<file path="config.mk">
export PLATFORM = sky130hd
export DESIGN_NAME = euler_totient
export DESIGN_NICKNAME = d
export VERILOG_FILES = /design/src/sv/et_pkg.sv /design/src/sv/euler_totient.sv /design/src/sv/et_div.sv /design/src/sv/et_mul.sv
export SDC_FILE = /design/constraint.sdc
export NUM_CORES = 1
export LEC_CHECK = 0
export BUFFER_PORTS_ARGS = -buffer_cell sky130_fd_sc_hd__buf_2
export CAP_MARGIN = 20
export CORE_MARGIN = 10
export CORE_UTILIZATION = 30
export CTS_CLUSTER_SIZE = 24
export DETAILED_ROUTE_END_ITERATION = 12
export GPL_TIMING_DRIVEN = 0
export HOLD_SLACK_MARGIN = 0.15
export PLACE_DENSITY = 0.46
export SLEW_MARGIN = 20
export SYNTH_ARGS = -nofsm -noshare
export SYNTH_HDL_FRONTEND = slang
export SYNTH_SLANG_ARGS = --single-unit
</file>
<file path="constraint.sdc">
create_clock -name clk -period 4.6 [get_ports clk]
set_clock_uncertainty 0.1 [all_clocks]
set_input_delay 0 -clock clk [delete_from_list [all_inputs] [get_ports clk]]
set_output_delay 0 -clock clk [all_outputs]
set_load 0.01 [all_outputs]
</file>
<file path="src/sv/et_pkg.sv">
`timescale 1ns / 1ps
// ----------------------------------------------------------------------------
// et_pkg: shared definitions for the totient block
// widths and request/response bundles of the bit-serial divider and multiplier
// ----------------------------------------------------------------------------
package et_pkg;

  localparam int WIDTH = 32;
  localparam int CNT_W = $clog2(WIDTH + 1);

  typedef logic [WIDTH-1:0] word_t;

  typedef struct packed {
    logic  start;
    word_t dividend;
    word_t divisor;
  } et_div_req_t;

  typedef struct packed {
    logic  done;
    word_t quotient;
    word_t remainder;
  } et_div_rsp_t;

  typedef struct packed {
    logic  start;
    word_t multiplicand;
    word_t multiplier;
  } et_mul_req_t;

  typedef struct packed {
    logic  done;
    word_t product;
  } et_mul_rsp_t;

endpackage

</file>
<file path="src/sv/euler_totient.sv">
`timescale 1ns / 1ps
// ----------------------------------------------------------------------------
// euler_totient: Euler's totient by trial division
// sequencer around a bit-serial divider and a bit-serial multiplier
// ----------------------------------------------------------------------------
// usage
//   in_valid/in_ready carry one value per transaction; out_valid/out_ready
//   carry the matching totient and invalid flag, one result per input
//   a zero value returns totient 0 with invalid set; it passes through
//   S_DONE to the output register, and out_valid rises once that is free
//   otherwise trial factors f = 2, 3, ... are tried while f <= rest / f;
//   each trial is one division in the bit-serial divider, and each factor
//   found adds a shift-add multiply and one more division to look for a
//   repeat; a 32-bit prime takes about 65536 trials, so run time is set
//   by the divider
//   one value is worked on at a time; in_ready is high only while idle
//   the finished result sits in an output register, so a new value is
//   taken while the previous result still waits for out_ready
//   if the receiver stalls with a result pending, the next result holds
//   in the sequencer until the output register frees up
//   reset (rst_n low, synchronous) drops all work in flight and clears
//   out_valid
// ----------------------------------------------------------------------------
module euler_totient (
  input  logic                clk,
  input  logic                rst_n,
  input  logic                in_valid,
  output logic                in_ready,
  input  et_pkg::word_t       in_value,
  output logic                out_valid,
  input  logic                out_ready,
  output et_pkg::word_t       out_totient,
  output logic                out_invalid
);
  import et_pkg::*;

  // sequencer states
  localparam logic [2:0] S_IDLE = 3'd0;
  localparam logic [2:0] S_DIV  = 3'd1;  // trial division in flight
  localparam logic [2:0] S_MUL  = 3'd2;  // product update for a found factor
  localparam logic [2:0] S_FMUL = 3'd3;  // final multiply by leftover prime - 1
  localparam logic [2:0] S_DONE = 3'd4;  // result waiting for output register

  logic [2:0] state_r, state_nxt;
  word_t      rest_r, rest_nxt;     // value not yet factored
  word_t      prod_r, prod_nxt;     // running totient
  word_t      f_r, f_nxt;           // current trial factor
  logic       rep_r, rep_nxt;       // factor already divided out once
  logic       inv_r, inv_nxt;

  logic       out_valid_r, out_valid_nxt;
  word_t      out_tot_r, out_tot_nxt;
  logic       out_inv_r, out_inv_nxt;

  et_div_req_t div_req;
  et_div_rsp_t div_rsp;
  et_mul_req_t mul_req;
  et_mul_rsp_t mul_rsp;

  logic in_acc;
  logic out_acc;

  assign in_ready = (state_r == S_IDLE);
  assign in_acc   = in_valid && in_ready;
  assign out_acc  = out_valid_r && out_ready;

  always_comb begin
    state_nxt     = state_r;
    rest_nxt      = rest_r;
    prod_nxt      = prod_r;
    f_nxt         = f_r;
    rep_nxt       = rep_r;
    inv_nxt       = inv_r;
    out_valid_nxt = out_valid_r && !out_ready;
    out_tot_nxt   = out_tot_r;
    out_inv_nxt   = out_inv_r;
    div_req       = '0;
    mul_req       = '0;

    case (state_r)
      S_IDLE: begin
        if (in_acc) begin
          rest_nxt = in_value;
          f_nxt    = word_t'(2);
          rep_nxt  = 1'b0;
          if (in_value == '0) begin
            prod_nxt  = '0;
            inv_nxt   = 1'b1;
            state_nxt = S_DONE;
          end else begin
            prod_nxt         = word_t'(1);
            inv_nxt          = 1'b0;
            div_req.start    = 1'b1;
            div_req.dividend = in_value;
            div_req.divisor  = word_t'(2);
            state_nxt        = S_DIV;
          end
        end
      end

      S_DIV: begin
        if (div_rsp.done) begin
          if (!rep_r && (f_r > div_rsp.quotient)) begin
            // f squared exceeds what is left: a leftover above one is prime
            if (rest_r > word_t'(1)) begin
              mul_req.start        = 1'b1;
              mul_req.multiplicand = prod_r;
              mul_req.multiplier   = rest_r - word_t'(1);
              state_nxt            = S_FMUL;
            end else begin
              state_nxt = S_DONE;
            end
          end else if (div_rsp.remainder == '0) begin
            // factor divides: first time by f - 1, repeats by f
            rest_nxt             = div_rsp.quotient;
            rep_nxt              = 1'b1;
            mul_req.start        = 1'b1;
            mul_req.multiplicand = prod_r;
            mul_req.multiplier   = rep_r ? f_r : (f_r - word_t'(1));
            state_nxt            = S_MUL;
          end else begin
            // move on to the next trial factor
            f_nxt            = f_r + word_t'(1);
            rep_nxt          = 1'b0;
            div_req.start    = 1'b1;
            div_req.dividend = rest_r;
            div_req.divisor  = f_r + word_t'(1);
          end
        end
      end

      S_MUL: begin
        if (mul_rsp.done) begin
          prod_nxt         = mul_rsp.product;
          div_req.start    = 1'b1;
          div_req.dividend = rest_r;
          div_req.divisor  = f_r;
          state_nxt        = S_DIV;
        end
      end

      S_FMUL: begin
        if (mul_rsp.done) begin
          prod_nxt  = mul_rsp.product;
          state_nxt = S_DONE;
        end
      end

      S_DONE: begin
        // hand off once the output register is free or being emptied
        if (!out_valid_r || out_ready) begin
          out_valid_nxt = 1'b1;
          out_tot_nxt   = prod_r;
          out_inv_nxt   = inv_r;
          state_nxt     = S_IDLE;
        end
      end

      default: begin
        state_nxt = S_IDLE;
      end
    endcase
  end

  always_ff @(posedge clk) begin
    if (!rst_n) begin
      state_r     <= S_IDLE;
      out_valid_r <= 1'b0;
    end else begin
      state_r     <= state_nxt;
      out_valid_r <= out_valid_nxt;
    end
    rest_r    <= rest_nxt;
    prod_r    <= prod_nxt;
    f_r       <= f_nxt;
    rep_r     <= rep_nxt;
    inv_r     <= inv_nxt;
    out_tot_r <= out_tot_nxt;
    out_inv_r <= out_inv_nxt;
  end

  et_div u_div (
    .clk   (clk),
    .rst_n (rst_n),
    .req   (div_req),
    .rsp   (div_rsp)
  );

  et_mul u_mul (
    .clk   (clk),
    .rst_n (rst_n),
    .req   (mul_req),
    .rsp   (mul_rsp)
  );

  assign out_valid   = out_valid_r;
  assign out_totient = out_tot_r;
  assign out_invalid = out_inv_r;

`ifndef SYNTHESIS
  // a flagged result always carries a zero totient
  a_inv_zero: assert property (@(posedge clk) disable iff (!rst_n)
    out_valid_r && out_inv_r |-> out_tot_r == '0)
    else $error("invalid result with nonzero totient");

  // divider completions only arrive while a division is expected
  a_div_done: assert property (@(posedge clk) disable iff (!rst_n)
    div_rsp.done |-> state_r == S_DIV)
    else $error("divider done outside trial division");

  // multiplier completions only arrive while a product update is expected
  a_mul_done: assert property (@(posedge clk) disable iff (!rst_n)
    mul_rsp.done |-> (state_r == S_MUL || state_r == S_FMUL))
    else $error("multiplier done outside product update");

  // trial factors never drop below two
  a_factor: assert property (@(posedge clk) disable iff (!rst_n)
    state_r == S_DIV |-> f_r >= word_t'(2))
    else $error("trial factor below two");

  // a zero value goes straight to the result
  a_zero: assert property (@(posedge clk) disable iff (!rst_n)
    in_acc && in_value == '0 |=> state_r == S_DONE && inv_r)
    else $error("zero value not flagged");
`endif

endmodule

</file>
<file path="src/sv/et_div.sv">
`timescale 1ns / 1ps
// ----------------------------------------------------------------------------
// et_div: bit-serial restoring divider
// one quotient bit per cycle, done pulse after
// ----------------------------------------------------------------------------
module et_div (
  input  logic                clk,
  input  logic                rst_n,
  input  et_pkg::et_div_req_t req,
  output et_pkg::et_div_rsp_t rsp
);
  import et_pkg::*;

  word_t            rem_r, rem_nxt;
  word_t            quo_r, quo_nxt;
  word_t            dsr_r, dsr_nxt;
  logic [CNT_W-1:0] cnt_r, cnt_nxt;
  logic             busy_r, busy_nxt;
  logic             done_r, done_nxt;

  logic [WIDTH:0]   shifted;
  logic [WIDTH:0]   diff;
  logic             ge;

  always_comb begin
    shifted  = {rem_r, quo_r[WIDTH-1]};
    diff     = shifted - {1'b0, dsr_r};
    ge       = (shifted >= {1'b0, dsr_r});
    rem_nxt  = rem_r;
    quo_nxt  = quo_r;
    dsr_nxt  = dsr_r;
    cnt_nxt  = cnt_r;
    busy_nxt = busy_r;
    done_nxt = 1'b0;
    if (req.start) begin
      rem_nxt  = '0;
      quo_nxt  = req.dividend;
      dsr_nxt  = req.divisor;
      cnt_nxt  = CNT_W'(WIDTH);
      busy_nxt = 1'b1;
    end else if (busy_r) begin
      // shift one dividend bit into the partial remainder
      rem_nxt = ge ? diff[WIDTH-1:0] : shifted[WIDTH-1:0];
      quo_nxt = {quo_r[WIDTH-2:0], ge};
      cnt_nxt = cnt_r - CNT_W'(1);
      if (cnt_r == CNT_W'(1)) begin
        busy_nxt = 1'b0;
        done_nxt = 1'b1;
      end
    end
  end

  always_ff @(posedge clk) begin
    if (!rst_n) begin
      busy_r <= 1'b0;
      done_r <= 1'b0;
      cnt_r  <= '0;
    end else begin
      busy_r <= busy_nxt;
      done_r <= done_nxt;
      cnt_r  <= cnt_nxt;
    end
    rem_r <= rem_nxt;
    quo_r <= quo_nxt;
    dsr_r <= dsr_nxt;
  end

  assign rsp.done      = done_r;
  assign rsp.quotient  = quo_r;
  assign rsp.remainder = rem_r;

endmodule

</file>
<file path="src/sv/et_mul.sv">
`timescale 1ns / 1ps
// ----------------------------------------------------------------------------
// et_mul: bit-serial shift-add multiplier
// one multiplier bit per cycle, stops once the remaining multiplier bits are 0
// ----------------------------------------------------------------------------
module et_mul (
  input  logic                clk,
  input  logic                rst_n,
  input  et_pkg::et_mul_req_t req,
  output et_pkg::et_mul_rsp_t rsp
);
  import et_pkg::*;

  word_t acc_r, acc_nxt;
  word_t mcand_r, mcand_nxt;
  word_t mplier_r, mplier_nxt;
  logic  busy_r, busy_nxt;
  logic  done_r, done_nxt;

  always_comb begin
    acc_nxt    = acc_r;
    mcand_nxt  = mcand_r;
    mplier_nxt = mplier_r;
    busy_nxt   = busy_r;
    done_nxt   = 1'b0;
    if (req.start) begin
      acc_nxt    = '0;
      mcand_nxt  = req.multiplicand;
      mplier_nxt = req.multiplier;
      busy_nxt   = 1'b1;
    end else if (busy_r) begin
      // product is known to fit the word, so truncation is safe
      if (mplier_r[0]) acc_nxt = acc_r + mcand_r;
      mcand_nxt  = {mcand_r[WIDTH-2:0], 1'b0};
      mplier_nxt = {1'b0, mplier_r[WIDTH-1:1]};
      if (mplier_nxt == '0) begin
        busy_nxt = 1'b0;
        done_nxt = 1'b1;
      end
    end
  end

  always_ff @(posedge clk) begin
    if (!rst_n) begin
      busy_r <= 1'b0;
      done_r <= 1'b0;
    end else begin
      busy_r <= busy_nxt;
      done_r <= done_nxt;
    end
    acc_r    <= acc_nxt;
    mcand_r  <= mcand_nxt;
    mplier_r <= mplier_nxt;
  end

  assign rsp.done    = done_r;
  assign rsp.product = acc_r;

endmodule
</file>
# == Yosys cells after proc, flatten, opt, wreduce, memory -nomap -nowiden ==
# Cells that the tools add are included.
# totals
elab_cells,137
out_inout_bits,35
in_bits,36
ff_bits,337
# op_classes
magnitude_cmp,3
n_mux,62
addsub,6
bitwise,3
eq_ne,15
n_reduce_logical,27
# ops
op,count
65-bit two-way mux,11
32-bit two-way mux,18
65-bit one-hot mux with 3 select lines,1
32-bit one-hot mux with 2 select lines,3
32-bit zero test,2
32-bit by 1-bit subtractor with 32-bit output (second input constant),2
33-bit by 32-bit greater-or-equal comparator with 1-bit output,1
32-bit by 1-bit adder with 32-bit output (second input constant),1
32-bit adder,1
32-bit by 1-bit greater-than comparator with 1-bit output (second input constant),1
32-bit greater-than comparator,1
32-bit subtractor,1
31-bit zero test,1
3-bit two-way mux,9
1-bit two-way mux,16
3-bit one-hot mux with 5 select lines,1
6-bit two-way mux,2
2-bit by 1-bit inequality test with 1-bit output (second input constant),5
5-bit AND reduction,2
2-bit inequality test (second input constant),4
2-bit nonzero test,4
3-bit by 2-bit equality test with 1-bit output (second input constant),2
6-bit by 1-bit equality test with 1-bit output (second input constant),1
2-bit AND reduction,3
15 further kinds,23

# == Depth between registers and ports, before layout ==
# depth
ltp_word,7
ltp_mapped,14
depth_no_buf,12

# == Hierarchy ==
# From an unflattened synthesis, not the netlist that was laid out.
# unflattened
cells_unflattened,2084
area_unflattened_um2,20828.7
# by_module_without_submodules
mod,area_each_um2,n_inst,cells_each,seq_area_each_um2
euler_totient,9014.9,1,941,4013.8
et_div,5958.2,1,581,2722.6
et_mul,5855.6,1,562,2602.5

# == Worst setup path after synthesis ==
# No wires, ideal clock.
# synth_path
path_type,flip-flop to flip-flop
from,register f_r[30]
to,register f_r[0] (enable)
path_slack_ns,0.404
synth_period_minus_slack_ns,4.196
t_required_ns,4.079
stages_incl_launch_ff,10
arrival_ns,3.675
setup_time_ns,0.421
path_buffers,0
cell_sequence,edfxtp_1 ha_1 nand4_1 nor4_1 a41oi_1 and3_1 a22oi_1 and3_1 o21ai_0 nor2_1
# synth_between
elab_chain_len,4
# synth_rtl
element,line_no,rtl
"start, declared",euler_totient.sv:47,"word_t f_r, f_nxt;"
"start signal, assigned",euler_totient.sv:175,f_r <= f_nxt;
32-bit greater-than comparator,euler_totient.sv:103,if (!rep_r && (f_r > div_rsp.quotient)) begin
1-bit logical AND,euler_totient.sv:103,
2-bit inequality test (no source line),--,
5-bit AND reduction (no source line),--,
# Every way passes these cells.
# A chain may end at the register's enable or synchronous reset.

# == Worst setup path in the final report ==
# layout_path
from,register f_r[10]
to,register f_r[10] (enable)
# Same word-level chain as after synthesis.

==> reports/metrics.cfg <==
[global_routing]
grt_pass1_vias=16300
track_usage=0.163
antenna_found_initial=1
grt_pass1_wl_um=99800
grt_max_degree=47
grt_overflow=0

[final_layout]
final_util=0.356
num-fill-cells=6753
layout_common_cells=edfxtp_1, nor2_1, nand2_1, o21ai_0, a21oi_1
final_net_count=2367
final_layout_size_suffix_gt1_frac=0.107
final_common_cell=edfxtp_1
final_cell_area_sq_mm=0.0235
antenna_cells=0
syn2layout_area_growth_pct=17.5

[timing]
slew_violations=0
grt_setup_unrepaired=no
max_slew_margin=0.285
setup_viol=0
finalHoldViolCount=0
tightestPinTransition_ps=1060
setup-tns-final_ps=0
period_share=0.946
timing.fmax_mhz=230
hold_slack_ps=192
finalCriticalPeriod_ps=4350

[synth]
synth_flop_cell=edfxtp_1
yosysSeqAreaShare=0.468
synth-edff-count=259
synth_nets=2204
synth_warnings=0
synth_cells=2065
ys_seq_elements=337
yosysUniqueCellTypes=80
netlist_area_sq_mm=0.0200
synth_area_leader_cell=edfxtp_1
synthTopCellsByArea=edfxtp_1, dfxtp_1, ha_1
async_flop_share=0
synth_top_area_share=0.389
syn_area_per_cell_sq_um=9.67

[placement]
port-buffer-count=69
placed_area_sq_mm=0.0216
dp_hpwl_um=48700
place_congestion=0.882

[clocking]
cts_inserted_buffers=43
cts_sinks=337
clock_latency_ps=590
cts_root_buffer=clkbuf_16
cts_tree=built
h-tree-depth=2
clkTransAtPathRegs_ps=60
cts_buffer_depth=3

[floorplanning]
die_h_um=278
design.core.area_sq_mm=0.0659
rows=94
start_util=0.303
dieArea_sq_mm=0.0773
fp.dieW_um=278
ios=71

[detailed_routing]
post-route-drc-count=0
num_vias=16800
wl_per_cell_um=20.9
dr.pass1.iters=5
wirelength_um=65200
postRouteAntennaNets=0
routed_via_density=5.36
drt_iter0_drc=1264

[setup_path]
critical_path.max_fanout=23
critical_path_buf_inv_count=1
path_class=flip-flop to flip-flop
worst-endpoint-required_ps=4820
cp_top_family=compound AO/OA/AOI/OAI gates
cp_slowest_stage_delay_ps=820
critPathCaptureType=flip-flop
crit_slowest_cell=o21ai_0
worstSetupStartpointType=flip-flop
cp_cell_sequence=ha_1 > nand4_1 > nor4b_4 > a21boi_0 > a2111o_1 > a22oi_1 > and3_1 > o21ai_0 > nor2_4 > buf_12
cp_data_arrival_time_ps=4570

[run_status]
status=finished, final reports clean

[flow_run]
max_cap_viol_count=0

[power_and_ir_drop]
finalPower_mw=9.01
clock_power_share=0.386
p_sw_frac=0.309
p_int_mw=6.23
combPwrFrac=0.207
ir_drop_v=0.000265
p_leak_nw=8.80
power_density_mw_per_mm2=384
switchingPower_mw=2.78
seqPwrFrac=0.407

[hold_path]
hp-class=input pin to flip-flop

==> worst register-to-register path: stages, from the launching register on <==
cell	delay, ps
edfxtp_1	550
ha_1	380
nand4_1	180
nor4b_4	360
a21boi_0	360
a2111o_1	320
a22oi_1	260
and3_1	270
o21ai_0	820
nor2_4	230
buf_12	250
==> per-stage QoR <==
step	cells	setup slack [ps]
after global placement	2998	-1480
after detailed placement	3004	-399
after floorplan	2065	404
final	3127	249
after CTS	3126	87.0
after global routing	3127	50.8
==> layer usage <==
layer / share of wire / global-route usage
met1: 0.46 / 0.224
met2: 0.45 / 0.256
met3: 0.059 / 0.0284
met4: 0.027 / 0.0524
met5: 0.00015 / 0
==> registers in the layout, summed over array words and instances (netlist names), 3 cells and up <==
register / cells
u_div.rem_r: 32
state_r: 3
u_div.cnt_r: 6
prod_r: 32
u_mul.acc_r: 32
u_div.quo_r: 32
f_r: 32
rest_r: 32
u_mul.mplier_r: 32
out_totient: 32
u_mul.mcand_r: 32
u_div.dsr_r: 32
==> Yosys cell counts, types with 9 or more instances <==
master and count:
a211oi_1 30, a21o_1 34, a21oi_1 129, a22oi_1 59, a31oi_1 13, and2_1 44
and3_1 22, buf_2 30, clkbuf_1 79, dfxtp_1 78, edfxtp_1 259, ha_1 101
inv_1 92, mux2_2 33, mux2i_1 20, nand2_1 179, nand2b_1 19, nand3_1 36
nand4_1 25, nor2_1 193, nor2b_1 17, nor3_1 48, nor4_1 41, o211ai_1 10
o21a_1 22, o21ai_0 172, o22ai_1 9, o31ai_1 21, or3_1 21, xnor2_1 64
xor2_1 56
==> area by class of cell <==
| type | count | area, sq um | share of cell area |
|---|---|---|---|
| multi-input combinational | 1518 | 9880 | 0.421 |
| sequential | 337 | 9340 | 0.398 |
| clock buffer | 57 | 1150 | 0.0490 |
| tap | 864 | 1080 | 0.0461 |
| timing repair buffer | 118 | 901 | 0.0384 |
| buffer | 117 | 490 | 0.0209 |
| inverter | 93 | 349 | 0.0149 |
| clock inverter | 23 | 278 | 0.0118 |
==> worst paths after layout <==
kind                                  start               to  slack (ps)  depth (start not counted)
worst min register to register   prod_r[23]  out_totient[23]         330                          0
worst min-delay path            in_value[7]        rest_r[7]         190                          4
worst max-delay path                f_r[10]          f_r[10]         250                         10
worst max register to register      f_r[10]          f_r[10]         250                         10
==> logic make-up (layout without fill, tap and decap cells) <==
logic type / after synthesis / in the layout / share of synthesized area
AND/OR/NAND/NOR: 688 / 688 / 0.171
AO/OA/AOI/OAI: 554 / 554 / 0.174
flip-flops: 337 / 337 / 0.468
buffers and inverters: 210 / 408 / 0.0417
XOR/XNOR: 120 / 120 / 0.0526
adder cells (fa/ha/maj): 103 / 103 / 0.0653
multiplexers: 53 / 53 / 0.0286
==> what timing repair did <==
action / 4_1_cts / 5_1_grt
hold buffers: 39 / 0
pin swaps: 2 / 0
endpoints found under the hold margin: 88 / 0
gates resized for setup: 2 / 7
setup endpoints to repair: 161 / 133
buffers inserted: 3 / 1
==> power groups by stage <==
stage | clock (mW) | sequential (mW) | combinational, mW
6_report | 3.48 | 3.67 | 1.86
5_1_grt | 3.70 | 3.69 | 2.07
4_1_cts | 3.58 | 3.66 | 1.83
3_5_place_dp | 0 | 3.73 | 1.79
3_3_place_gp | 0 | 3.73 | 1.76
2_1_floorplan | 0 | 3.67 | 1.26
No activity file was read; power rests on OpenSTA's default activity.
